--- src/rtl/b64d_pkg.sv ---
// Shared types, constants and the character classifier of the base64 stream decoder.
// No dependencies.
package b64d_pkg;

	localparam int Q_DEPTH = 2;

	localparam logic [7:0] CH_UPPER_A = 8'h41;
	localparam logic [7:0] CH_UPPER_Z = 8'h5A;
	localparam logic [7:0] CH_LOWER_A = 8'h61;
	localparam logic [7:0] CH_LOWER_Z = 8'h7A;
	localparam logic [7:0] CH_DIGIT_0 = 8'h30;
	localparam logic [7:0] CH_DIGIT_9 = 8'h39;
	localparam logic [7:0] CH_PLUS    = 8'h2B;
	localparam logic [7:0] CH_SLASH   = 8'h2F;

	localparam logic [7:0] LOWER_BASE = 8'd26;
	localparam logic [7:0] DIGIT_BASE = 8'd52;
	localparam logic [5:0] SEXTET_PLUS  = 6'd62;
	localparam logic [5:0] SEXTET_SLASH = 6'd63;
	localparam logic [5:0] SEXTET_ONES  = 6'h3F;

	localparam logic [1:0] POS_FIRST  = 2'd0;
	localparam logic [1:0] POS_SECOND = 2'd1;
	localparam logic [1:0] POS_THIRD  = 2'd2;
	localparam logic [1:0] POS_FOURTH = 2'd3;

	localparam logic [1:0] SLOT_FIRST  = 2'd0;
	localparam logic [1:0] SLOT_SECOND = 2'd1;
	localparam logic [1:0] SLOT_THIRD  = 2'd2;

	typedef struct packed {
		logic [7:0] char_code;
		logic       end_of_text;
	} char_word_t;

	typedef struct packed {
		logic [7:0] data_byte;
		logic [1:0] byte_slot;
	} byte_word_t;

	typedef struct packed {
		logic [1:0] slot;
		logic [5:0] prev;
		logic [5:0] cur;
	} cmd_t;

	typedef struct packed {
		logic valid;
		logic [5:0] value;
	} sextet_t;

	function automatic sextet_t sextet_of(input logic [7:0] ch);
		sextet_t s;
		s.valid = 1'b1;
		s.value = SEXTET_ONES;
		if (ch >= CH_UPPER_A && ch <= CH_UPPER_Z) begin
			s.value = 6'(ch - CH_UPPER_A);
		end else if (ch >= CH_LOWER_A && ch <= CH_LOWER_Z) begin
			s.value = 6'(ch - CH_LOWER_A + LOWER_BASE);
		end else if (ch >= CH_DIGIT_0 && ch <= CH_DIGIT_9) begin
			s.value = 6'(ch - CH_DIGIT_0 + DIGIT_BASE);
		end else if (ch == CH_PLUS) begin
			s.value = SEXTET_PLUS;
		end else if (ch == CH_SLASH) begin
			s.value = SEXTET_SLASH;
		end else begin
			s.valid = 1'b0;
		end
		return s;
	endfunction

endpackage

--- src/rtl/b64d_front.sv ---
// Front end: accepts characters, classifies them and tracks quartet position and halt.
// Depends on b64d_pkg.
module b64d_front
	import b64d_pkg::*;
(
	input  logic       clk,
	input  logic       arst_n,
	input  logic       char_valid,
	output logic       char_stall,
	input  char_word_t char_word,
	input  logic       q_full,
	output logic       push,
	output cmd_t       push_cmd
);

	logic [1:0] pos_q;
	logic [5:0] held_q;
	logic       halted_q;
	sextet_t    sx;
	logic [5:0] cur;
	logic       accept;

	assign char_stall = q_full;
	assign accept     = char_valid && !q_full;
	assign sx         = sextet_of(char_word.char_code);
	assign cur        = sx.valid ? sx.value : SEXTET_ONES;

	assign push     = accept && !halted_q && sx.valid && (pos_q != POS_FIRST);
	assign push_cmd = '{slot: 2'(pos_q - 2'd1), prev: held_q, cur: cur};

	always_ff @(posedge clk or negedge arst_n) begin
		if (!arst_n) begin
			pos_q    <= POS_FIRST;
			held_q   <= '0;
			halted_q <= 1'b0;
		end else if (accept) begin
			if (char_word.end_of_text) begin
				pos_q    <= POS_FIRST;
				held_q   <= '0;
				halted_q <= 1'b0;
			end else if (!halted_q) begin
				if (!sx.valid && (pos_q == POS_FIRST || pos_q == POS_SECOND)) begin
					halted_q <= 1'b1;
				end
				held_q <= cur;
				pos_q  <= 2'(pos_q + 2'd1);
			end
		end
	end

endmodule

--- src/rtl/b64d_queue.sv ---
// Short command queue between the front end and the byte assembler.
// Depends on b64d_pkg.
module b64d_queue
	import b64d_pkg::*;
#(
	parameter int DEPTH = Q_DEPTH
) (
	input  logic clk,
	input  logic arst_n,
	input  logic push,
	input  cmd_t push_cmd,
	output logic full,
	input  logic pop,
	output logic not_empty,
	output cmd_t head
);

	localparam int PW = (DEPTH > 1) ? $clog2(DEPTH) : 1;
	localparam int CW = $clog2(DEPTH + 1);

	cmd_t          mem_q [DEPTH];
	logic [PW-1:0] wr_q;
	logic [PW-1:0] rd_q;
	logic [CW-1:0] cnt_q;

	assign full      = (cnt_q == CW'(DEPTH));
	assign not_empty = (cnt_q != '0);
	assign head      = mem_q[rd_q];

	always_ff @(posedge clk) begin
		if (push) begin
			mem_q[wr_q] <= push_cmd;
		end
	end

	always_ff @(posedge clk or negedge arst_n) begin
		if (!arst_n) begin
			wr_q  <= '0;
			rd_q  <= '0;
			cnt_q <= '0;
		end else begin
			if (push) begin
				wr_q <= (wr_q == PW'(DEPTH - 1)) ? '0 : PW'(wr_q + 1'b1);
			end
			if (pop) begin
				rd_q <= (rd_q == PW'(DEPTH - 1)) ? '0 : PW'(rd_q + 1'b1);
			end
			if (push && !pop) begin
				cnt_q <= CW'(cnt_q + 1'b1);
			end else if (pop && !push) begin
				cnt_q <= CW'(cnt_q - 1'b1);
			end
		end
	end

endmodule

--- src/rtl/b64d_back.sv ---
// Back end: assembles the byte from two sextets and holds it in the output register.
// Depends on b64d_pkg.
module b64d_back
	import b64d_pkg::*;
(
	input  logic       clk,
	input  logic       arst_n,
	input  logic       q_not_empty,
	input  cmd_t       q_head,
	output logic       pop,
	output logic       byte_valid,
	input  logic       byte_stall,
	output byte_word_t byte_word
);

	logic       valid_q;
	byte_word_t word_q;
	logic [7:0] data;

	assign pop        = q_not_empty && (!valid_q || !byte_stall);
	assign byte_valid = valid_q;
	assign byte_word  = word_q;

	always_comb begin
		unique case (q_head.slot)
			SLOT_FIRST:  data = {q_head.prev, q_head.cur[5:4]};
			SLOT_SECOND: data = {q_head.prev[3:0], q_head.cur[5:2]};
			SLOT_THIRD:  data = {q_head.prev[1:0], q_head.cur};
			default:     data = '0;
		endcase
	end

	always_ff @(posedge clk) begin
		if (pop) begin
			word_q.data_byte <= data;
			word_q.byte_slot <= q_head.slot;
		end
	end

	always_ff @(posedge clk or negedge arst_n) begin
		if (!arst_n) begin
			valid_q <= 1'b0;
		end else if (pop) begin
			valid_q <= 1'b1;
		end else if (!byte_stall) begin
			valid_q <= 1'b0;
		end
	end

endmodule

--- src/rtl/base64_stream_decoder_unit.sv ---
// Top level of the base64 stream decoder: front end, command queue, byte assembler.
// Depends on b64d_pkg, b64d_front, b64d_queue, b64d_back.
//
//   channel  | signals                                  | word
//   chars    | char_valid, char_stall, char_word        | char_code, end_of_text
//   bytes    | byte_valid, byte_stall, byte_word        | data_byte, byte_slot
//
// One character is taken each cycle while char_stall is low; a byte that it completes is
// queued at the edge that takes the character, then assembled into the output register when
// byte_stall allows. The rate is set by the classify-and-track step in the front end.
// char_stall rises only on a full queue, after byte_stall has held QUEUE_DEPTH + 1 bytes.
// Reset empties the queue and the output register and returns the quartet state to its start.
module base64_stream_decoder_unit
	import b64d_pkg::*;
#(
	parameter int QUEUE_DEPTH = Q_DEPTH
) (
	input  logic       clk,
	input  logic       arst_n,
	input  logic       char_valid,
	output logic       char_stall,
	input  char_word_t char_word,
	output logic       byte_valid,
	input  logic       byte_stall,
	output byte_word_t byte_word
);

	logic push;
	cmd_t push_cmd;
	logic q_full;
	logic pop;
	logic q_not_empty;
	cmd_t q_head;

	b64d_front u_front (
		.clk        (clk),
		.arst_n     (arst_n),
		.char_valid (char_valid),
		.char_stall (char_stall),
		.char_word  (char_word),
		.q_full     (q_full),
		.push       (push),
		.push_cmd   (push_cmd)
	);

	b64d_queue #(
		.DEPTH (QUEUE_DEPTH)
	) u_queue (
		.clk       (clk),
		.arst_n    (arst_n),
		.push      (push),
		.push_cmd  (push_cmd),
		.full      (q_full),
		.pop       (pop),
		.not_empty (q_not_empty),
		.head      (q_head)
	);

	b64d_back u_back (
		.clk         (clk),
		.arst_n      (arst_n),
		.q_not_empty (q_not_empty),
		.q_head      (q_head),
		.pop         (pop),
		.byte_valid  (byte_valid),
		.byte_stall  (byte_stall),
		.byte_word   (byte_word)
	);

endmodule
--- config.mk ---
export PLATFORM = sky130hd
export DESIGN_NAME = base64_stream_decoder_unit
export DESIGN_NICKNAME = d
export VERILOG_FILES = /design/src/rtl/b64d_pkg.sv /design/src/rtl/b64d_front.sv /design/src/rtl/b64d_queue.sv /design/src/rtl/b64d_back.sv /design/src/rtl/base64_stream_decoder_unit.sv
export SDC_FILE = /design/constraint.sdc
export NUM_CORES = 1
export LEC_CHECK = 0
export BUFFER_PORTS_ARGS = -buffer_cell sky130_fd_sc_hd__buf_2
export CAP_MARGIN = 20
export CORE_MARGIN = 10
export CORE_UTILIZATION = 59
export CTS_CLUSTER_SIZE = 24
export DETAILED_ROUTE_END_ITERATION = 10
export HOLD_SLACK_MARGIN = 0.1
export PLACE_DENSITY_LB_ADDON = 0.3
export REMOVE_ABC_BUFFERS = 1
export SETUP_SLACK_MARGIN = 0.2
export SLEW_MARGIN = 40
export SYNTH_ARGS = -nofsm -noshare
export SYNTH_HDL_FRONTEND = slang
export SYNTH_SLANG_ARGS = --single-unit
export TNS_END_PERCENT = 30
--- constraint.sdc ---
create_clock -name clk -period 3.1 [get_ports clk]
set_input_delay 0 -clock clk [delete_from_list [all_inputs] [get_ports clk]]
set_output_delay 0 -clock clk [all_outputs]
set_load 0.03 [all_outputs]
==> results.md <==
- Die width: 87.8 um
- Placed cells: 292
- Finished Layout Cells: 304
- Most frequent cells in the layout: edfxtp_1, buf_2, mux2i_1, nor2_1, dfrtp_1
- Dpl cell area: 2880 um2
- Unique masters post-synth: between 40 and 50
- Worst IR Drop VDD: between 0.0004 and 0.0005 V
- I/O pin total: 25
- Post_cts resized: 0
- CTS tree: built
- Origin of the worst setup path: char_word[3]
- Vias post-DR: between 1,500 and 2,000
- Final Power: 2.28 mW
- First drt pass iteration count: 4
- Worst path depth: 12
- Core ar.: 4410 um2
- Die area: 7700 um2
- Utilization after layout: 0.686
- Final wirelength: 5.12 mm
- CTS max path bufs: 2
- FF-to-FF End: u_queue.cnt_q[1]$_DFFE_PN0P_
- Slew HR: 0.589
- Largest stage delay, worst path: 0.54 ns
- Max Fclk: about 0.48 GHz
- Clk Latency, worst-skew pair: 0.30 ns
- DPL Wire Length: 3.74 mm
- Status: completed
- Flops & latches, synth: 52
- Critical path's slowest cell: or4_4
- Layout cells sized above 1: 0.202
- Max_cap viols: 0
- First-pass GRT wire length: 8.56 mm
- GPL Wtd Cong: 0.950
- Critical Path RT: 3.29 ns
- DP Worst Slack: 0.681 ns
- Initial Util: 0.614
- Final antenna diode count: 0
- P_leak: 1.25 nW
- Final worst-path cycle share: 0.672
- Synthesized area: 2710 um2
- Ordered cell list for the critical path: buf_2 -> inv_1 -> ha_1 -> a21o_1 -> o311ai_4 -> a32oi_1 -> or4_4 -> inv_1 -> ha_1 -> xor2_1 -> nor2_1 -> xor2_1
- Clock network fraction of design power: 0.197
- Flop pwr share: 0.464
- Post-route ant nets: 0
- CP delay by family, top: simple AND/OR/NAND/NOR gates
- Num CTS Buffers: 5
- DRC viols: 0
- Clock Skew: about 0.013 ns
- Sw Share: 0.348
- Hold crit path type: in -> async
- CP Max Fanout: 8
- Worst r2r src: u_front.pos_q[0]$_DFFE_PN0P_
- Clock Pin Slew Worst Setup and Hold Paths: 0.09 ns
- Comb power frac: 0.338
- Post-layout minimum cycle time: around 2.1 ns
- Hold Fails Final Rpt: 0
- P per Cell Area: about 750 nW/um2
- Synth warn: 0
- Reg2Reg Setup Slack: 1.13 ns
- TNS Setup: 0 ns
- Die height: 87.8 um
- Total GRT Usage: 0.138
- Worst EP arrival: 2.28 ns
- H-tree Lvls: 2
- Worst setup margin: between 1 and 1.5 ns
- Vias in the first global route: 1,786
- Slew at the pin with the worst max-slew slack: 0.611 ns
- Area Growth Syn to Fin: 11.8%
- Nets: roughly 280
- Post-route cell area: 3030 um2
- Synth Area per Inst: 12.2 um2
- Wire per inst: 16.8 um
- Initial DRC count: 90
- Worst setup path endpoint: u_queue.cnt_q[1]$_DFFE_PN0P_
- CP bufs+invs: 3
- Cells after Synth: 222
- Post-synth EDFFs: 38
- Largest net degree at the start of global routing: 28
- Total congestion overflow: 0
- IO Port Bufs: 24
- Clock tree sinks: 52
- Seq/Total Area, Yosys: 0.551
- WS Path Type: in -> reg
- Antenna violations before repair: 0
- Switch Pwr: 0.794 mW
- P_int: 1.49 mW
- Asr flop ratio synth: 0.269
- Primary FF master, synth: edfxtp_1
- CTS root buf: clkbuf_8
- Unrepaired setup endpoints after global routing: no
- Critical Path Source Type: input pin
- Critical Path Sink Type: flip-flop
- Worst hold slack: 0.114 ns
- Row count: 24
- Final setup vio count: 0
- DR vias/cell: 5.87
- Worst reg-to-reg path cell count: 8
- Max Slew Vio Count: 0
- Commonest non-fill, non-tap cell in the layout: edfxtp_1
[worst register-to-register path: stages, from the launching register on]
cell and delay [ns]:
dfrtp_1 0.40, inv_1 0.08, ha_1 0.22, or4_4 0.55, inv_1 0.08, ha_1 0.16
xor2_1 0.17, nor2_1 0.07, xor2_1 0.13
[cell type report]
type                    instances  area, um2
flip-flops and latches         52       1490
repair buffers                 31        183
clock buffers                   5       68.8
well taps                      52       65.1
multi-input cells             148       1130
clock inverters                 3       42.5
inverters                      13       48.8
fillers                       314       1390
[power groups by stage]
stage               clock network, mW  registers, mW  logic (mW)
floorplan                           0           1.23       0.383
CTS                             0.457           1.06       0.774
detailed placement                  0           1.08       0.754
global route                    0.485           1.08       0.850
finish                          0.450           1.06       0.772
global placement                    0           1.07       0.738
[synth_stat cells, types with 3 or more instances]
| cell type | n | area, um2 |
|---|---|---|
| ha_1 | 12 | 150 |
| clkbuf_1 | 6 | 22.5 |
| xor2_1 | 3 | 26.3 |
| nor2_1 | 16 | 60.1 |
| a21oi_1 | 12 | 60.1 |
| nand2b_1 | 5 | 31.3 |
| o21ai_0 | 8 | 40.0 |
| xnor2_1 | 5 | 43.8 |
| and3_1 | 3 | 18.8 |
| o22ai_1 | 8 | 50.1 |
| inv_1 | 12 | 45.0 |
| nand3_1 | 5 | 25.0 |
| edfxtp_1 | 38 | 1140 |
| mux2_2 | 11 | 124 |
| dfrtp_1 | 14 | 350 |
| nor2b_1 | 4 | 25.0 |
| mux2i_1 | 17 | 170 |
| nand2_1 | 10 | 37.5 |
[registers in the layout, summed over array words and instances, names as in the netlist]
| name | cells |
|---|---|
| u_queue.rd_q | 1 |
| u_back.byte_word | 10 |
| u_front.halted_q | 1 |
| u_queue.cnt_q | 2 |
| u_queue.mem_q | 28 |
| u_back.byte_valid | 1 |
| u_front.pos_q | 2 |
| u_queue.wr_q | 1 |
| u_front.held_q | 6 |
[per-layer routing]
metal,vias up,routed length (um),track usage
met5,-,0,0
met4,0,87,0.0551
met3,9,281,0.0334
met2,58,2500,0.221
met1,840,2250,0.175
li1,876,-,-
[worst min path at each step]
stage / startpoint / cells past startpoint / endpoint
3_3_place_gp: arst_n / 1 / u_front.pos_q[1]$_DFFE_PN0P_
3_5_place_dp: arst_n / 1 / u_front.pos_q[1]$_DFFE_PN0P_
4_1_cts: arst_n / 2 / u_front.pos_q[1]$_DFFE_PN0P_
5_1_grt: char_word[4] / 3 / u_front.held_q[5]$_DFFE_PN0P_
2_1_floorplan: arst_n / 0 / u_back.byte_valid$_DFFE_PN0P_
6_report: arst_n / 2 / u_queue.cnt_q[0]$_DFFE_PN0P_
[cell families after synthesis]
logic type / Yosys count / share of synthesized area
xor gates and xnor gates: 9 / 0.0319
adders and majority gates: 12 / 0.0554
and+or+nand+nor: 51 / 0.0979
AOI/OAI and AO/OA: 48 / 0.123
DFF: 52 / 0.551
muxes: 28 / 0.109
buffers and inverters: 22 / 0.0323
[what timing repair did]
action	CTS	global route
hold buffers	4	0
buffers inserted	0	0
endpoints found under the hold margin	16	0
setup endpoints to repair	0	0
(Power assumes the default switching activity.)
